==> config.mk <==
export PLATFORM = sky130hd
export DESIGN_NAME = button_pwm_setting_controller
export DESIGN_NICKNAME = d
export VERILOG_FILES = /design/src/hw/rtl/bps_pkg.sv /design/src/hw/rtl/bps_debounce.sv /design/src/hw/rtl/bps_div.sv /design/src/hw/rtl/bps_mul.sv /design/src/hw/rtl/button_pwm_setting_controller.sv
export SDC_FILE = /design/constraint.sdc
export NUM_CORES = 1
export LEC_CHECK = 0
export BUFFER_PORTS_ARGS = -buffer_cell sky130_fd_sc_hd__buf_2
export CORE_AREA = 3 3 204 206
export CTS_BUF_LIST = sky130_fd_sc_hd__clkbuf_8 sky130_fd_sc_hd__clkbuf_16
export DETAILED_ROUTE_END_ITERATION = 16
export DIE_AREA = 0 0 207 209
export PLACE_DENSITY = 0.84
export SYNTH_ARGS = -nofsm -noshare
export SYNTH_HDL_FRONTEND = slang
export SYNTH_SLANG_ARGS = --single-unit
==> constraint.sdc <==
create_clock -name clk -period 5.9 [get_ports clk]
set_clock_uncertainty 0.1 [all_clocks]
set_input_delay 0.295 -clock clk [delete_from_list [all_inputs] [get_ports clk]]
set_output_delay 0.295 -clock clk [all_outputs]
set_load 0.005 [all_outputs]
==> src/hw/rtl/bps_pkg.sv <==
// Shared types and constants for the button PWM setting controller.
// Depends on nothing; bps_debounce and top level use scoped names.
`timescale 1ns / 1ps
`default_nettype none

package bps_pkg;

    localparam int NUM_BUTTONS = 5;

    localparam int CNT_W   = 16;
    localparam int THR_W   = 16;
    localparam int CLK_W   = 29;
    localparam int FREQ_W  = 17;
    localparam int DUTY_W  = 7;
    localparam int CHAN_W  = 3;
    localparam int ACT_W   = 3;
    localparam int REL_W   = 16;
    localparam int PROD_W  = DUTY_W + FREQ_W;
    localparam int PCT_W   = 7;
    localparam int CFG_IDX_W = 1;

    localparam logic [CNT_W-1:0]  CNT_MAX       = '1;
    localparam logic [FREQ_W-1:0] FREQ_STEP     = 17'd5000;
    localparam logic [FREQ_W-1:0] FREQ_MAX      = 17'd100000;
    localparam logic [FREQ_W-1:0] FREQ_RESET    = 17'd50000;
    localparam logic [DUTY_W-1:0] DUTY_STEP     = 7'd5;
    localparam logic [DUTY_W-1:0] DUTY_MAX      = 7'd100;
    localparam logic [DUTY_W-1:0] DUTY_RESET    = 7'd50;
    localparam logic [CHAN_W-1:0] CHANNEL_FIRST = 3'd0;
    localparam logic [CHAN_W-1:0] CHANNEL_OFF   = 3'd4;
    localparam logic [REL_W-1:0]  RELOAD_RESET  = 16'd1679;
    localparam logic [PCT_W-1:0]  PERCENT       = 7'd100;
    localparam logic [THR_W-1:0]  THRESHOLD_RESET = 16'd50;
    localparam logic [CLK_W-1:0]  CLOCK_RESET   = 29'd84000000;

    // configuration register indexes
    localparam logic [CFG_IDX_W-1:0] REG_PRESS_THRESHOLD = 1'd0;
    localparam logic [CFG_IDX_W-1:0] REG_TIMER_CLOCK     = 1'd1;

    typedef enum logic [ACT_W-1:0] {
        ACT_FREQ_DOWN    = 3'd0,
        ACT_CHANNEL_NEXT = 3'd1,
        ACT_FREQ_UP      = 3'd2,
        ACT_DUTY_UP      = 3'd3,
        ACT_DUTY_DOWN    = 3'd4
    } action_t;

    typedef struct packed {
        logic    hit;
        action_t action;
    } press_event_t;

endpackage

`default_nettype wire

==> src/hw/rtl/bps_debounce.sv <==
// Per-button debounce counters and fixed-priority press detection.
// Depends on bps_pkg.
`timescale 1ns / 1ps
`default_nettype none

module bps_debounce #(
    parameter int NUM_BUTTONS = bps_pkg::NUM_BUTTONS
) (
    input  wire logic                         clk,
    input  wire logic                         rst_n,
    input  wire logic                         accept,
    input  wire logic [NUM_BUTTONS-1:0]       press,
    input  wire logic [bps_pkg::THR_W-1:0]    threshold,
    output bps_pkg::press_event_t             event_out
);

    logic [bps_pkg::CNT_W-1:0] cnt_reg  [NUM_BUTTONS];
    logic [bps_pkg::CNT_W-1:0] cnt_next [NUM_BUTTONS];
    bps_pkg::press_event_t     evt_reg;
    bps_pkg::press_event_t     evt_next;

    always_comb
    begin
        for (int i = 0; i < NUM_BUTTONS; i++)
        begin
            if (press[i])
            begin
                cnt_next[i] = (cnt_reg[i] == bps_pkg::CNT_MAX) ?
                              cnt_reg[i] : cnt_reg[i] + 1'b1;
            end
            else
            begin
                cnt_next[i] = (cnt_reg[i] != '0) ? cnt_reg[i] - 1'b1 : cnt_reg[i];
            end
        end
        // scan from the back so the lowest index wins
        evt_next.hit    = 1'b0;
        evt_next.action = bps_pkg::ACT_FREQ_DOWN;
        for (int i = NUM_BUTTONS - 1; i >= 0; i--)
        begin
            if (cnt_next[i] >= threshold)
            begin
                evt_next.hit    = 1'b1;
                evt_next.action = bps_pkg::action_t'(bps_pkg::ACT_W'(i));
            end
        end
    end

    always_ff @(posedge clk or negedge rst_n)
    begin
        if (!rst_n)
        begin
            for (int i = 0; i < NUM_BUTTONS; i++)
            begin
                cnt_reg[i] <= '0;
            end
            evt_reg <= '0;
        end
        else if (accept)
        begin
            for (int i = 0; i < NUM_BUTTONS; i++)
            begin
                cnt_reg[i] <= evt_next.hit ? '0 : cnt_next[i];
            end
            evt_reg <= evt_next;
        end
    end

    assign event_out = evt_reg;

endmodule

`default_nettype wire

==> src/hw/rtl/bps_div.sv <==
// Bit-serial restoring divider: one quotient bit per cycle, low bits kept.
// Depends on nothing outside itself.
`timescale 1ns / 1ps
`default_nettype none

module bps_div #(
    parameter int DVD_W = 29,
    parameter int DSR_W = 17,
    parameter int QUO_W = 16
) (
    input  wire logic             clk,
    input  wire logic             rst_n,
    input  wire logic             start,
    input  wire logic [DVD_W-1:0] dividend,
    input  wire logic [DSR_W-1:0] divisor,
    output logic                  done,
    output logic [QUO_W-1:0]      quotient
);

    localparam int STEP_W = $clog2(DVD_W + 1);

    logic [DVD_W-1:0]  dvd_reg;
    logic [DSR_W-1:0]  dsr_reg;
    logic [DSR_W-1:0]  rem_reg;
    logic [QUO_W-1:0]  quo_reg;
    logic [STEP_W-1:0] step_reg;
    logic              run_reg;
    logic              done_reg;
    logic [DSR_W:0]    rem_shift;
    logic              qbit;
    logic [DSR_W:0]    rem_diff;

    always_comb
    begin
        // partial remainder stays below the divisor, so the shift cannot overflow
        rem_shift = {rem_reg, dvd_reg[DVD_W-1]};
        rem_diff  = rem_shift - {1'b0, dsr_reg};
        qbit      = (rem_shift >= {1'b0, dsr_reg});
    end

    always_ff @(posedge clk or negedge rst_n)
    begin
        if (!rst_n)
        begin
            run_reg  <= 1'b0;
            done_reg <= 1'b0;
            step_reg <= '0;
        end
        else
        begin
            done_reg <= run_reg && (step_reg == STEP_W'(1));
            if (start)
            begin
                run_reg  <= 1'b1;
                step_reg <= STEP_W'(DVD_W);
            end
            else if (run_reg)
            begin
                step_reg <= step_reg - 1'b1;
                if (step_reg == STEP_W'(1))
                begin
                    run_reg <= 1'b0;
                end
            end
        end
    end

    always_ff @(posedge clk)
    begin
        if (start)
        begin
            dvd_reg <= dividend;
            dsr_reg <= divisor;
            rem_reg <= '0;
            quo_reg <= '0;
        end
        else if (run_reg)
        begin
            dvd_reg <= dvd_reg << 1;
            rem_reg <= qbit ? rem_diff[DSR_W-1:0] : rem_shift[DSR_W-1:0];
            quo_reg <= {quo_reg[QUO_W-2:0], qbit};
        end
    end

    assign done     = done_reg;
    assign quotient = quo_reg;

endmodule

`default_nettype wire

==> src/hw/rtl/bps_mul.sv <==
// Bit-serial shift-add multiplier: one multiplier bit per cycle.
// Depends on nothing outside itself.
`timescale 1ns / 1ps
`default_nettype none

module bps_mul #(
    parameter int A_W = 7,
    parameter int B_W = 17
) (
    input  wire logic             clk,
    input  wire logic             rst_n,
    input  wire logic             start,
    input  wire logic [A_W-1:0]   a,
    input  wire logic [B_W-1:0]   b,
    output logic                  done,
    output logic [A_W+B_W-1:0]    product
);

    localparam int P_W    = A_W + B_W;
    localparam int STEP_W = $clog2(A_W + 1);

    logic [A_W-1:0]    a_reg;
    logic [P_W-1:0]    b_reg;
    logic [P_W-1:0]    acc_reg;
    logic [STEP_W-1:0] step_reg;
    logic              run_reg;
    logic              done_reg;

    always_ff @(posedge clk or negedge rst_n)
    begin
        if (!rst_n)
        begin
            run_reg  <= 1'b0;
            done_reg <= 1'b0;
            step_reg <= '0;
        end
        else
        begin
            done_reg <= run_reg && (step_reg == STEP_W'(1));
            if (start)
            begin
                run_reg  <= 1'b1;
                step_reg <= STEP_W'(A_W);
            end
            else if (run_reg)
            begin
                step_reg <= step_reg - 1'b1;
                if (step_reg == STEP_W'(1))
                begin
                    run_reg <= 1'b0;
                end
            end
        end
    end

    always_ff @(posedge clk)
    begin
        if (start)
        begin
            a_reg   <= a;
            b_reg   <= P_W'(b);
            acc_reg <= '0;
        end
        else if (run_reg)
        begin
            if (a_reg[0])
            begin
                acc_reg <= acc_reg + b_reg;
            end
            a_reg <= a_reg >> 1;
            b_reg <= b_reg << 1;
        end
    end

    assign done    = done_reg;
    assign product = acc_reg;

endmodule

`default_nettype wire

==> src/hw/rtl/button_pwm_setting_controller.sv <==
// Top level of the button PWM setting controller: settings state, sequencer,
// serial divide and multiply units. Depends on bps_pkg, bps_debounce,
// bps_div and bps_mul.
//
// Usage: drive one input word per millisecond tick on in_valid/in_ready with
// the five sampled button levels. Each tick moves the debounce counters; a
// tick whose counters reach press_threshold applies one action and yields
// one output word on out_valid/out_ready, any other tick yields none.
// A press that leaves the frequency at zero goes straight to out_valid; any
// other press first runs the clock/frequency divider, the duty multiplier
// and the divide by 100, one after another. One tick is in flight at a
// time, so a press tick occupies the block until its output handshake.
// in_ready is high only while the block waits for a tick. If the receiver
// stalls, the output word holds and no new tick is taken until it is read.
// Reset clears the counters, loads frequency 50000, duty 50, channel 0,
// reload 1679, threshold 50 and timer clock 84000000. The cfg port writes a
// register on any cycle with cfg_write high; write it only while idle.
`timescale 1ns / 1ps
`default_nettype none

module button_pwm_setting_controller #(
    parameter int NUM_BUTTONS = bps_pkg::NUM_BUTTONS
) (
    input  wire logic                            clk,
    input  wire logic                            rst_n,
    input  wire logic                            cfg_write,
    input  wire logic [bps_pkg::CFG_IDX_W-1:0]   cfg_index,
    input  wire logic [bps_pkg::CLK_W-1:0]       cfg_data,
    input  wire logic                            in_valid,
    output logic                                 in_ready,
    input  wire logic                            press_freq_down,
    input  wire logic                            press_channel_next,
    input  wire logic                            press_freq_up,
    input  wire logic                            press_duty_up,
    input  wire logic                            press_duty_down,
    output logic                                 out_valid,
    input  wire logic                            out_ready,
    output logic [bps_pkg::ACT_W-1:0]            action_taken,
    output logic [bps_pkg::CHAN_W-1:0]           output_channel,
    output logic [bps_pkg::FREQ_W-1:0]           frequency_hz,
    output logic [bps_pkg::DUTY_W-1:0]           duty_percent,
    output logic [bps_pkg::REL_W-1:0]            period_reload,
    output logic [bps_pkg::REL_W-1:0]            compare_value
);

    typedef enum logic [5:0] {
        ST_IDLE     = 6'b000001,
        ST_APPLY    = 6'b000010,
        ST_DIVIDE   = 6'b000100,
        ST_MULTIPLY = 6'b001000,
        ST_SCALE    = 6'b010000,
        ST_SEND     = 6'b100000
    } state_t;

    state_t state_reg;
    state_t state_next;

    logic [bps_pkg::THR_W-1:0]  threshold_reg;
    logic [bps_pkg::CLK_W-1:0]  clock_reg;
    logic [bps_pkg::FREQ_W-1:0] freq_reg;
    logic [bps_pkg::FREQ_W-1:0] freq_next;
    logic [bps_pkg::DUTY_W-1:0] duty_reg;
    logic [bps_pkg::DUTY_W-1:0] duty_next;
    logic [bps_pkg::CHAN_W-1:0] chan_reg;
    logic [bps_pkg::CHAN_W-1:0] chan_next;
    logic [bps_pkg::REL_W-1:0]  reload_reg;
    logic [bps_pkg::REL_W-1:0]  compare_reg;
    logic [bps_pkg::FREQ_W:0]   freq_sum;
    logic [bps_pkg::DUTY_W:0]   duty_sum;

    logic                       in_accept;
    logic [NUM_BUTTONS-1:0]     press;
    bps_pkg::press_event_t      evt;

    logic                       div_start;
    logic                       div_done;
    logic [bps_pkg::REL_W-1:0]  div_quo;
    logic                       mul_start;
    logic                       mul_done;
    logic [bps_pkg::FREQ_W-1:0] mul_b;
    logic [bps_pkg::PROD_W-1:0] mul_prod;
    logic                       pct_start;
    logic                       pct_done;
    logic [bps_pkg::REL_W-1:0]  pct_quo;

    assign in_ready  = (state_reg == ST_IDLE);
    assign in_accept = in_valid && in_ready;
    assign press     = {press_duty_down, press_duty_up, press_freq_up,
                        press_channel_next, press_freq_down};

    bps_debounce #(
        .NUM_BUTTONS (NUM_BUTTONS)
    ) u_debounce (
        .clk       (clk),
        .rst_n     (rst_n),
        .accept    (in_accept),
        .press     (press),
        .threshold (threshold_reg),
        .event_out (evt)
    );

    // next settings for the latched action
    always_comb
    begin
        freq_next = freq_reg;
        duty_next = duty_reg;
        chan_next = chan_reg;
        freq_sum  = {1'b0, freq_reg} + {1'b0, bps_pkg::FREQ_STEP};
        duty_sum  = {1'b0, duty_reg} + {1'b0, bps_pkg::DUTY_STEP};
        case (evt.action)
            bps_pkg::ACT_FREQ_DOWN:
            begin
                if (freq_reg >= bps_pkg::FREQ_STEP)
                begin
                    freq_next = freq_reg - bps_pkg::FREQ_STEP;
                end
            end
            bps_pkg::ACT_CHANNEL_NEXT:
            begin
                chan_next = (chan_reg >= bps_pkg::CHANNEL_OFF) ?
                            bps_pkg::CHANNEL_FIRST : chan_reg + 1'b1;
            end
            bps_pkg::ACT_FREQ_UP:
            begin
                freq_next = (freq_sum > {1'b0, bps_pkg::FREQ_MAX}) ?
                            bps_pkg::FREQ_MAX : freq_sum[bps_pkg::FREQ_W-1:0];
            end
            bps_pkg::ACT_DUTY_UP:
            begin
                duty_next = (duty_sum > {1'b0, bps_pkg::DUTY_MAX}) ?
                            bps_pkg::DUTY_MAX : duty_sum[bps_pkg::DUTY_W-1:0];
            end
            default:
            begin
                if (duty_reg >= bps_pkg::DUTY_STEP)
                begin
                    duty_next = duty_reg - bps_pkg::DUTY_STEP;
                end
            end
        endcase
    end

    always_comb
    begin
        state_next = state_reg;
        div_start  = 1'b0;
        mul_start  = 1'b0;
        pct_start  = 1'b0;
        case (state_reg)
            ST_IDLE:
            begin
                if (in_valid)
                begin
                    state_next = ST_APPLY;
                end
            end
            ST_APPLY:
            begin
                if (!evt.hit)
                begin
                    state_next = ST_IDLE;
                end
                else if (freq_next == '0)
                begin
                    state_next = ST_SEND;
                end
                else
                begin
                    div_start  = 1'b1;
                    state_next = ST_DIVIDE;
                end
            end
            ST_DIVIDE:
            begin
                if (div_done)
                begin
                    mul_start  = 1'b1;
                    state_next = ST_MULTIPLY;
                end
            end
            ST_MULTIPLY:
            begin
                if (mul_done)
                begin
                    pct_start  = 1'b1;
                    state_next = ST_SCALE;
                end
            end
            ST_SCALE:
            begin
                if (pct_done)
                begin
                    state_next = ST_SEND;
                end
            end
            ST_SEND:
            begin
                if (out_ready)
                begin
                    state_next = ST_IDLE;
                end
            end
            default:
            begin
                state_next = ST_IDLE;
            end
        endcase
    end

    // reload + 1 is the raw quotient, except that a zero quotient stands for 65536
    assign mul_b = (div_quo == '0) ? {1'b1, {bps_pkg::REL_W{1'b0}}} : {1'b0, div_quo};

    bps_div #(
        .DVD_W (bps_pkg::CLK_W),
        .DSR_W (bps_pkg::FREQ_W),
        .QUO_W (bps_pkg::REL_W)
    ) u_period_div (
        .clk      (clk),
        .rst_n    (rst_n),
        .start    (div_start),
        .dividend (clock_reg),
        .divisor  (freq_next),
        .done     (div_done),
        .quotient (div_quo)
    );

    bps_mul #(
        .A_W (bps_pkg::DUTY_W),
        .B_W (bps_pkg::FREQ_W)
    ) u_duty_mul (
        .clk     (clk),
        .rst_n   (rst_n),
        .start   (mul_start),
        .a       (duty_reg),
        .b       (mul_b),
        .done    (mul_done),
        .product (mul_prod)
    );

    bps_div #(
        .DVD_W (bps_pkg::PROD_W),
        .DSR_W (bps_pkg::PCT_W),
        .QUO_W (bps_pkg::REL_W)
    ) u_percent_div (
        .clk      (clk),
        .rst_n    (rst_n),
        .start    (pct_start),
        .dividend (mul_prod),
        .divisor  (bps_pkg::PERCENT),
        .done     (pct_done),
        .quotient (pct_quo)
    );

    always_ff @(posedge clk or negedge rst_n)
    begin
        if (!rst_n)
        begin
            state_reg     <= ST_IDLE;
            threshold_reg <= bps_pkg::THRESHOLD_RESET;
            clock_reg     <= bps_pkg::CLOCK_RESET;
            freq_reg      <= bps_pkg::FREQ_RESET;
            duty_reg      <= bps_pkg::DUTY_RESET;
            chan_reg      <= bps_pkg::CHANNEL_FIRST;
            reload_reg    <= bps_pkg::RELOAD_RESET;
        end
        else
        begin
            state_reg <= state_next;
            if (cfg_write)
            begin
                case (cfg_index)
                    bps_pkg::REG_PRESS_THRESHOLD:
                    begin
                        threshold_reg <= cfg_data[bps_pkg::THR_W-1:0];
                    end
                    bps_pkg::REG_TIMER_CLOCK:
                    begin
                        clock_reg <= cfg_data;
                    end
                    default:
                    begin
                        clock_reg <= clock_reg;
                    end
                endcase
            end
            if (state_reg == ST_APPLY && evt.hit)
            begin
                freq_reg <= freq_next;
                duty_reg <= duty_next;
                chan_reg <= chan_next;
            end
            if (state_reg == ST_DIVIDE && div_done)
            begin
                reload_reg <= div_quo - 1'b1;
            end
        end
    end

    always_ff @(posedge clk)
    begin
        if (state_reg == ST_APPLY)
        begin
            compare_reg <= '0;
        end
        else if (state_reg == ST_SCALE && pct_done)
        begin
            compare_reg <= (chan_reg >= bps_pkg::CHANNEL_OFF) ? '0 : pct_quo;
        end
    end

    assign out_valid      = (state_reg == ST_SEND);
    assign action_taken   = evt.action;
    assign output_channel = chan_reg;
    assign frequency_hz   = freq_reg;
    assign duty_percent   = duty_reg;
    assign period_reload  = reload_reg;
    assign compare_value  = compare_reg;

endmodule

`default_nettype wire
# Yosys cells after proc, flatten, opt, wreduce, memory -nomap -nowiden

Cells that the tools add are included.

Register bits after elaboration: 394
Bits of input ports: 40
Logic and storage cells: 193
Output and inout port bits: 64

Multiplexer cells: 74
Reduce and logical (&&, ||, !) cells: 26
Add/sub/neg operators: 22
$lt $le $gt $ge: 12
Equality and inequality tests: 22
Bitwise gates (word level): 2

Operators with widths:

| kind                     | number |
|---|---|
| $mux W16                 | 21 |
| $mux W17                 | 6 |
| $sub A16 B1 Y16 const B  | 6 |
| $add A16 B1 Y16 const B  | 5 |
| $eq A16 B16 Y1 const B   | 5 |
| $ge A16 B16 Y1           | 5 |
| $reduce_bool A16 Y1      | 5 |
| $mux W29                 | 2 |
| $mux W24                 | 2 |
| $mux W6                  | 7 |
| $pmux W6 S6              | 1 |
| $mux W7                  | 5 |
| $pmux W17 S2             | 1 |
| $add A24 B24 Y24         | 1 |
| $mux W4                  | 5 |
| $mux W5                  | 4 |
| $add A17 B13 Y18 const B | 1 |
| $ge A18 B17 Y1           | 1 |
| $gt A18 B17 Y1 const B   | 1 |
| $ge A17 B13 Y1 const B   | 1 |
| $logic_not A17 Y1        | 1 |
| $sub A17 B13 Y17 const B | 1 |
| $sub A17 B17 Y17         | 1 |
| $logic_not A16 Y1        | 1 |
| other kinds (32)         | 69 |

# Longest topological paths before layout

Gate-level depths: netlist (run 1).

Depth after elaboration: 10
Depth in mapped cells: 23

# By module

A second synthesis (run 1) with hierarchy kept.

Cells, all modules: 2626
Area total of the unflattened synthesis: 25441.9 sq um

By module, submodules not included:

| module                        | sequential area each (sq um) | times used | area an instance (sq um) | cells an instance |
|---|---|---|---|---|
| bps_debounce                  | 2102.0                       | 1          | 8230.4                   | 949 |
| button_pwm_setting_controller | 2708.8                       | 1          | 6443.7                   | 702 |
| bps_div (u_period_div)        | 2217.1                       | 1          | 4284.1                   | 379 |
| bps_mul                       | 1466.4                       | 1          | 3559.7                   | 354 |
| bps_div (u_percent_div)       | 1566.5                       | 1          | 2924.1                   | 242 |

# Worst setup path after synthesis (run 1)

Ideal clock, no wire load.

Path kind: flip-flop to flip-flop
From: register u_debounce.cnt_reg[52] (netlist name)
To: register u_debounce.cnt_reg[5] (netlist name)
Slack: 0.842 ns
Data arrival time: 4.891 ns
Cell stages (with the launch flop): 20
Period minus slack after synthesis: 5.058 ns
Cell sequence: dfrtp_1 clkbuf_1 or4_1 or3_1 nor4b_1 a21oi_1 nand3_1 o22ai_1 xnor2_1 ha_1 a2111oi_0 o21ai_0 a21oi_1 o21ai_0 a221oi_1 nand4_1 or2_2 clkbuf_1 nor2_1 a22o_1

Longest elaborated chain between the ends: 7
Elaborated cells between the ends (all ways): 11

Ends and longest elaborated chain:

| element                                 | line                                   | source |
|---|---|---|
| from (decl)                             | bps_debounce.sv:17                     | `logic [bps_pkg::CNT_W-1:0] cnt_reg [NUM_BUTTONS];` |
| from (signal, indexed assignment)       | bps_debounce.sv:63                     | `cnt_reg[i] <= evt_next.hit ? '0 : cnt_next[i];` |
| $sub A16 B1 Y16 (tied with other cells) | bps_debounce.sv:33                     | `cnt_next[i] = (cnt_reg[i] != '0) ? cnt_reg[i] - 1'b1 : cnt_reg[i];` |
| $mux W16, on equally long branches      | bps_debounce.sv:33, bps_debounce.sv:28 |  |
| $mux W16 *                              | bps_debounce.sv:26                     | `if (press[i])` |
| $ge A16 B16 Y1 *                        | bps_debounce.sv:41                     | `if (cnt_next[i] >= threshold)` |
| $mux W4 * (2 in a row)                  | bps_debounce.sv:41                     |  |
| $mux W16 *                              | bps_debounce.sv:63                     |  |

Every way passes the cells marked *; elsewhere a longest branch is shown, timed or not.
A chain may end at the register's enable or synchronous reset.

# Worst setup path in the final report (run 1)

From: register u_debounce.cnt_reg[52] (netlist name)
To: register u_debounce.cnt_reg[41] (netlist name)

Same word-level chain as after synthesis.

==> flow_summary.json, run 1 <==
{
  "outcome": "finished, final reports clean",
  "drcViolationCount": 0,
  "static_leakage_nw": 11.91,
  "synth-edff-count": 94,
  "critical_path_cell_count": 18,
  "crit_path_cell_trace": "or4_1, or3_1, nor4b_4, a21oi_2, nand3_1, o22ai_1, xnor2_1, ha_1, a2111oi_0, o21ai_0, a21oi_1, o21ai_0, a221oi_2, nand4_1, or2_4, buf_4, o21ai_0, a22o_1",
  "worst-endpoint-required_ps": 6320,
  "worst-setup-path-type": "register to register",
  "cp_slowest_stage_delay_ps": 590,
  "total_detailed_routing_wirelength_um": 61780,
  "max_slew.worst_pin.slew_ps": 1201,
  "power.clock.fraction": 0.192,
  "count_of_port_buffers_added_during_placement": 103,
  "grt_start_max_net_pins": 90,
  "seq_power_share": 0.297,
  "cts-root-buf": "sky130_fd_sc_hd__clkbuf_16",
  "report.final.hold_viol_count": 0,
  "cts.htree.levels": 2,
  "worstPathMaxFanout": 33,
  "timing.critical_path.to_type": "register",
  "critical_path.startpoint_type": "register",
  "flow.area_growth_from_synthesis_pct": 11.08,
  "cts_buffers": 43,
  "die-height_um": 209,
  "timing.hold.ws_ps": 131.6,
  "initial_antenna_violation_count": 3,
  "slew_headroom": 0.1992,
  "synthCells": 2647,
  "final.fill_count": 3053,
  "dp.cells": 3156,
  "core_area_sq_um": 39820,
  "i_o_pin_cnt": 104,
  "cpMostUsedCell": "sky130_fd_sc_hd__o21ai_0",
  "synth-seq-cells": 394,
  "initial_core_util": 0.6012,
  "final_period_minus_worst_setup_slack_ps": 5478,
  "cts_tree": "done",
  "internal_power_mw": 8.316,
  "switching_share": 0.4344,
  "drtAntennaViolNets": 0,
  "vias_in_the_first_global_route": 20290,
  "die_w_um": 207,
  "timing.hold.worst_path_depth": 5,
  "switching_power_mw": 6.388,
  "detailroute.via_count": 20450,
  "dr.first_iter.drc_count": 1628,
  "global_route.overflow_total": 0,
  "clock_insertion_delay_worst_skew_ps": 590,
  "timing.max_cap.violations": 0,
  "clkSlewWorstSetupHoldPaths_ps": 60,
  "total_power_mw": 14.70,
  "global_route.usage.total": 0.2784,
  "drv_slew": 0,
  "most-common-layout-cells": "sky130_fd_sc_hd__nand2_1, sky130_fd_sc_hd__nor2_1, sky130_fd_sc_hd__dfrtp_1",
  "yosysSeqAreaShare": 0.4114,
  "timing.fmax_mhz": 182.5,
  "worstPathBufferInverterCount": 1,
  "postSynthAreaPerCell_sq_um": 9.045,
  "fin_nets": 2898,
  "report.final.setup_viol": 0,
  "half_perimeter_wire_length_after_detailed_placement_um": 41080,
  "leading_cell_type_in_the_layout_fill_and_taps_excluded": "sky130_fd_sc_hd__nand2_1",
  "p_per_area_nw_per_um2": 552.9,
  "slowest_stage": "sky130_fd_sc_hd__or4_1",
  "grt_pass1_wl_um": 101400,
  "fin_setup_tns_ps": 0,
  "final_core_utilization": 0.6678,
  "synth.net_count": 2837,
  "final-instance-count-excl-fill": 3271,
  "power.combinational.fraction": 0.511,
  "drt_first_pass_iters": 5,
  "num_rows": 73,
  "combined_area_of_all_synthesized_cells_sq_um": 23940,
  "synth_flop_cell": "sky130_fd_sc_hd__dfrtp_1",
  "clock_path_buffers": 3,
  "worstPathArrival_ps": 5890,
  "worstRegToRegCells": 18,
  "avgViaCountPerCell": 6.252,
  "kind_of_cell_with_the_highest_combined_delay_on_the_critical_path": "simple AND/OR/NAND/NOR gates",
  "drive_above_1_share": 0.1240,
  "ir_drop_uv": 414.0,
  "routabilityCongestion": 0.9597,
  "clock-sinks": 394,
  "largest_register_ff_count": 80,
  "unrepaired_setup_endpoints_after_global_routing": "no",
  "yosys_synthesis_warning_count": 0,
  "synth.distinct_cells": 87,
  "worst_hold_path_type": "primary input to register",
  "async_reset_ff_frac": 0.5000,
  "post-route-period-util": 0.9285,
  "route.detailed.wl_per_inst_um": 18.89,
  "die_area_sq_um": 43260
}
[worst min-delay path, cell delays in order]
cell and delay [ps]:
sky130_fd_sc_hd__buf_2 90, sky130_fd_sc_hd__nor2b_1 50, sky130_fd_sc_hd__buf_4 210, sky130_fd_sc_hd__nand2_1 90
sky130_fd_sc_hd__o21ai_0 70
[cell families (layout without fill, tap and decap cells)]
| family | Yosys count | after routing | share of synthesized area |
|---|---|---|---|
| other | 0 | 3 | 0 |
| AO/OA/AOI/OAI | 591 | 591 | 0.1607 |
| adder cells (fa/ha/maj) | 150 | 150 | 0.07902 |
| XOR/XNOR | 130 | 130 | 0.04756 |
| AND/OR/NAND/NOR | 1009 | 1009 | 0.1987 |
| flip-flops | 394 | 394 | 0.4114 |
| multiplexers | 126 | 126 | 0.06052 |
| buffers and inverters | 247 | 343 | 0.04202 |
[through the flow]
stage	cell area [sq um]	worst slack (ps)
3_3_place_gp	24750	265.0
5_1_grt	26590	43.12
2_1_floorplan	23940	842.2
6_report	26590	421.9
4_1_cts	26560	204.0
3_5_place_dp	24750	11.21
[layer usage]
layer | vias to the layer above | share of wire | track usage
li1 | 9589 | - | -
met1 | 9885 | 0.42 | 0.3548
met2 | 759 | 0.48 | 0.4695
met3 | 216 | 0.060 | 0.04699
met4 | 0 | 0.043 | 0.1210
met5 | - | 0 | 0
[cell type report]
type | instances | area [sq um] | area share
multi-input combinational | 2006 | 13150 | 0.4945
sequential | 394 | 9852 | 0.3705
clock buffer | 45 | 1104 | 0.04150
timing repair buffer | 160 | 1057 | 0.03976
tap | 525 | 656.9 | 0.02470
inverter | 103 | 386.6 | 0.01454
clock inverter | 35 | 380.4 | 0.01430
antenna | 3 | 7.507 | 0.0002823
[repair_timing]
| item | CTS | global route |
|---|---|---|
| hold buffers | 32 | 0 |
| hold endpoints to repair | 118 | 0 |
| setup buffers | 0 | 0 |
| endpoints found under the setup margin | 2 | 39 |
| gates resized for setup | 1 | 5 |
[final timing paths]
path | start | end | slack [ps]
worst min register to register | u_percent_div.rem_reg[6] | u_percent_div.rem_reg[6] | 370
worst max-delay path | u_debounce.cnt_reg[52] | u_debounce.cnt_reg[41] | 420
worst min-delay path | cfg_index | threshold_reg[5] | 130
min in group asynchronous | rst_n | frequency_hz[3] | 270
worst max register to register | u_debounce.cnt_reg[52] | u_debounce.cnt_reg[41] | 420
max in group asynchronous | rst_n | u_debounce.cnt_reg[16] | 4070
[Yosys cell counts, types with 73 or more instances]
cell type / instances / area [sq um]
sky130_fd_sc_hd__inv_1: 101 / 379.1
sky130_fd_sc_hd__nor2_1: 225 / 844.6
sky130_fd_sc_hd__clkbuf_1: 111 / 416.7
sky130_fd_sc_hd__nand3_1: 93 / 465.5
sky130_fd_sc_hd__edfxtp_1: 94 / 2823
sky130_fd_sc_hd__ha_1: 148 / 1852
sky130_fd_sc_hd__a21oi_1: 134 / 670.6
sky130_fd_sc_hd__dfrtp_1: 168 / 4204
sky130_fd_sc_hd__xnor2_1: 73 / 639.4
sky130_fd_sc_hd__nand2_1: 373 / 1400
sky130_fd_sc_hd__o21ai_0: 155 / 775.7
sky130_fd_sc_hd__dfxtp_1: 103 / 2062
[power groups by stage]
| stage | clock network [mW] | registers (mW) | logic, mW |
|---|---|---|---|
| final | 2.82 | 4.37 | 7.52 |
| after global routing | 2.96 | 4.46 | 8.36 |
| after CTS | 2.85 | 4.33 | 7.36 |
| after detailed placement | 0 | 4.36 | 7.25 |
| after global placement | 0 | 4.32 | 6.98 |
| after floorplan | 0 | 3.90 | 5.86 |
(Power assumes the default switching activity.)
==> run 2: changes to the inputs <==
--- a/config.mk
+++ b/config.mk
@@ -5,11 +5,12 @@
 export SDC_FILE = /design/constraint.sdc
 export NUM_CORES = 1
 export LEC_CHECK = 0
+export ABC_AREA = 1
 export BUFFER_PORTS_ARGS = -buffer_cell sky130_fd_sc_hd__buf_2
-export CORE_AREA = 3 3 204 206
+export CORE_AREA = 3 3 206 208
 export CTS_BUF_LIST = sky130_fd_sc_hd__clkbuf_8 sky130_fd_sc_hd__clkbuf_16
 export DETAILED_ROUTE_END_ITERATION = 16
-export DIE_AREA = 0 0 207 209
+export DIE_AREA = 0 0 209 211
 export PLACE_DENSITY = 0.84
 export SYNTH_ARGS = -nofsm -noshare
 export SYNTH_HDL_FRONTEND = slang
==> flow_summary.json, run 2 <==
{
  "clock-sinks": 394,
  "clock_insertion_delay_worst_skew_ps": 590,
  "fin_setup_tns_ps": 0,
  "max_slew.worst_pin.slew_ps": 1186,
  "global_route.usage.total": 0.2844,
  "detailroute.via_count": 22180,
  "timing.max_cap.violations": 0,
  "peak_usage_layer_in_the_global_routing_report": "met2",
  "fin_nets": 3465,
  "flow.area_growth_from_synthesis_pct": 11.18,
  "min_from": "press_duty_up",
  "core_area_sq_um": 40740,
  "dp.cells": 3728,
  "slowest_stage": "sky130_fd_sc_hd__dfrtp_1",
  "critical_path_cell_count": 26,
  "synth-edff-count": 94,
  "largest_register_ff_count": 80,
  "die-height_um": 211,
  "synth_largest_type_area_fraction": 0.1726,
  "initial_core_util": 0.5979,
  "dpl_worst_slack_ps": 634.5,
  "worstPathMaxFanout": 11,
  "worst_setup_path_startpoint": "u_debounce.cnt_reg[16]",
  "count_of_port_buffers_added_during_placement": 103,
  "vias_in_the_first_global_route": 21960,
  "half_perimeter_wire_length_after_detailed_placement_um": 44000,
  "top_post_synthesis_cells_by_area": "sky130_fd_sc_hd__dfrtp_1, sky130_fd_sc_hd__edfxtp_1, sky130_fd_sc_hd__nand2_1, sky130_fd_sc_hd__dfxtp_1, sky130_fd_sc_hd__ha_1",
  "num_rows": 74,
  "setup.worst_path.end": "u_debounce.cnt_reg[43]",
  "synthCells": 3188,
  "rr_startpoint": "u_debounce.cnt_reg[16]",
  "route.detailed.wl_per_inst_um": 16.56,
  "cts_buffers": 44,
  "worstPathBufferInverterCount": 4,
  "final_core_utilization": 0.6648,
  "leading_cell_type_in_the_layout_fill_and_taps_excluded": "sky130_fd_sc_hd__nand2_1",
  "post_synthesis_simple_gate_area_fraction": 0.2200,
  "final-instance-count-excl-fill": 3843,
  "most-common-layout-cells": "sky130_fd_sc_hd__nand2_1, sky130_fd_sc_hd__inv_1, sky130_fd_sc_hd__o21ai_0",
  "global_route.overflow_total": 0,
  "grt_start_max_net_pins": 157,
  "synth-seq-cells": 394,
  "drive_above_1_share": 0.08940,
  "yosys.area_share.xor_xnor": 0.04674,
  "gr_util_met3": 0.04456,
  "die_area_sq_um": 44100,
  "grt_util_met2": 0.4968,
  "cts-root-buf": "sky130_fd_sc_hd__clkbuf_16",
  "routabilityCongestion": 0.9339,
  "yosys_synthesis_warning_count": 0,
  "outcome": "finished, final reports clean",
  "worstPathArrival_ps": 5830,
  "async_reset_ff_frac": 0.5000,
  "final.fill_count": 3348,
  "drt_first_pass_iters": 7,
  "clkSlewWorstSetupHoldPaths_ps": 60,
  "combined_area_of_all_synthesized_cells_sq_um": 24360,
  "report.final.setup_viol": 0,
  "cpMostUsedCell": "sky130_fd_sc_hd__nand2_1",
  "total_detailed_routing_wirelength_um": 63650,
  "final.setup.worst_slack_ps": 467.8,
  "timing.fmax_mhz": 184.1,
  "postSynthAreaPerCell_sq_um": 7.641,
  "final_period_minus_worst_setup_slack_ps": 5432,
  "drv_slew": 0,
  "synth.cells.most_frequent": "sky130_fd_sc_hd__nand2_1, sky130_fd_sc_hd__inv_1, sky130_fd_sc_hd__o21ai_0, sky130_fd_sc_hd__nor2_1, sky130_fd_sc_hd__a21oi_1",
  "critical_path.startpoint_type": "register",
  "synth.distinct_cells": 59,
  "r2r_slack_ps": 470,
  "globalRouteMet1Util": 0.3533,
  "post-route-period-util": 0.9207,
  "cts_tree": "done",
  "unrepaired_setup_endpoints_after_global_routing": "no",
  "synthMuxAreaShare": 0.006010,
  "drcViolationCount": 0,
  "clock_path_buffers": 3,
  "die_w_um": 209,
  "report.final.hold_viol_count": 0,
  "synthDominantAreaCellType": "sky130_fd_sc_hd__dfrtp_1",
  "timing.critical_path.to_type": "register",
  "n_antenna_cell": 0,
  "avgViaCountPerCell": 5.772,
  "kind_of_cell_with_the_highest_combined_delay_on_the_critical_path": "simple AND/OR/NAND/NOR gates",
  "worst-endpoint-required_ps": 6300,
  "drtAntennaViolNets": 0,
  "i_o_pin_cnt": 104,
  "synthAdderAreaFrac": 0.07766,
  "initial_antenna_violation_count": 1,
  "slew_headroom": 0.2069,
  "leading_cell_type_by_number_of_instances_after_synthesis": "sky130_fd_sc_hd__nand2_1",
  "worstRegToRegCells": 26,
  "cp_slowest_stage_delay_ps": 420,
  "dr.first_iter.drc_count": 2006,
  "yosysSeqAreaShare": 0.4044,
  "rr_endpoint": "u_debounce.cnt_reg[43]",
  "synth_flop_cell": "sky130_fd_sc_hd__dfrtp_1",
  "synth.net_count": 3378,
  "grt_pass1_wl_um": 104900,
  "synth_top_family_by_area": "simple AND/OR/NAND/NOR gates",
  "synth-compound-area-share": 0.1492,
  "worst_hold_path_type": "primary input to register",
  "worst-setup-path-type": "register to register",
  "cts.htree.levels": 2
}
[run 2: cell families after synthesis]
kind of cell    after synthesis
compound gates              658
mux                          13
fa+ha+maj                   150
xor+xnor                    130
buf+inv                     602
simple gates               1241
flops                       394
[run 2: worst min path at each step]
stage / endpoint / slack [ps] / cells after the start
after floorplan: clock_reg[0] / -100 / 0
after detailed placement: output_channel[0] / 340 / 1
after global routing: u_debounce.cnt_reg[29] / 210 / 5
after CTS: u_debounce.cnt_reg[47] / 140 / 5
final: u_debounce.cnt_reg[29] / 160 / 5
after global placement: output_channel[2] / 320 / 1
[run 2: cell type report]
type                    count  area (sq um)  share of cell area
well taps                 532         665.6             0.02458
inverters                 489          1837             0.06782
multi-input cells        2193         12220              0.4511
clock inverters            33         337.8             0.01247
flip-flops and latches    394          9851              0.3637
repair buffers            153          1005             0.03710
clock buffers              49          1170             0.04320
[run 2: layer usage]
| layer | up-vias | share of wire |
|---|---|---|
| met1 | 10380 | 0.41 |
| li1 | 10770 | - |
| met4 | 2 | 0.037 |
| met2 | 849 | 0.49 |
| met5 | - | 0.00027 |
| met3 | 187 | 0.066 |
[run 2: timing repair]
action                     CTS  global route
hold endpoints to repair   126             0
setup endpoints to repair    0            12
setup buffers                0             0
resized for setup            0             1
hold buffers                32             0
[run 2: stage by stage]
stage                     instance area (sq um)  hold slack (ps)
after floorplan                           24360           -100.6
after global placement                    25250            322.4
after detailed placement                  25250            340.6
after CTS                                 27070            143.0
after global routing                      27080            209.2
final                                     27080            155.2
[run 2: worst reg2reg max path, cell delays in order, from the launching register on]
cell and delay, ps:
sky130_fd_sc_hd__dfrtp_1 420, sky130_fd_sc_hd__inv_1 120, sky130_fd_sc_hd__ha_1 180, sky130_fd_sc_hd__nand3_1 120, sky130_fd_sc_hd__nor3_1 250, sky130_fd_sc_hd__nand2_1 160
sky130_fd_sc_hd__nor2_1 240, sky130_fd_sc_hd__nand3_1 230, sky130_fd_sc_hd__nand2_1 290, sky130_fd_sc_hd__inv_1 110, sky130_fd_sc_hd__a22o_1 200, sky130_fd_sc_hd__xor2_1 160
sky130_fd_sc_hd__inv_1 90, sky130_fd_sc_hd__ha_1 270, sky130_fd_sc_hd__nand2_1 100, sky130_fd_sc_hd__o21ai_0 100, sky130_fd_sc_hd__nand2_1 70, sky130_fd_sc_hd__o211ai_1 90
sky130_fd_sc_hd__nand2_1 70, sky130_fd_sc_hd__nand2_1 40, sky130_fd_sc_hd__a31oi_1 320, sky130_fd_sc_hd__nand3_1 330, sky130_fd_sc_hd__nor2_4 410, sky130_fd_sc_hd__nand2_1 330
sky130_fd_sc_hd__nand2_1 160, sky130_fd_sc_hd__inv_1 180, sky130_fd_sc_hd__a21oi_1 190
Power of run 2 is left out: the tool's default activity adds up to more than one toggle a clock period on the data nets, which glitch-free logic cannot reach.
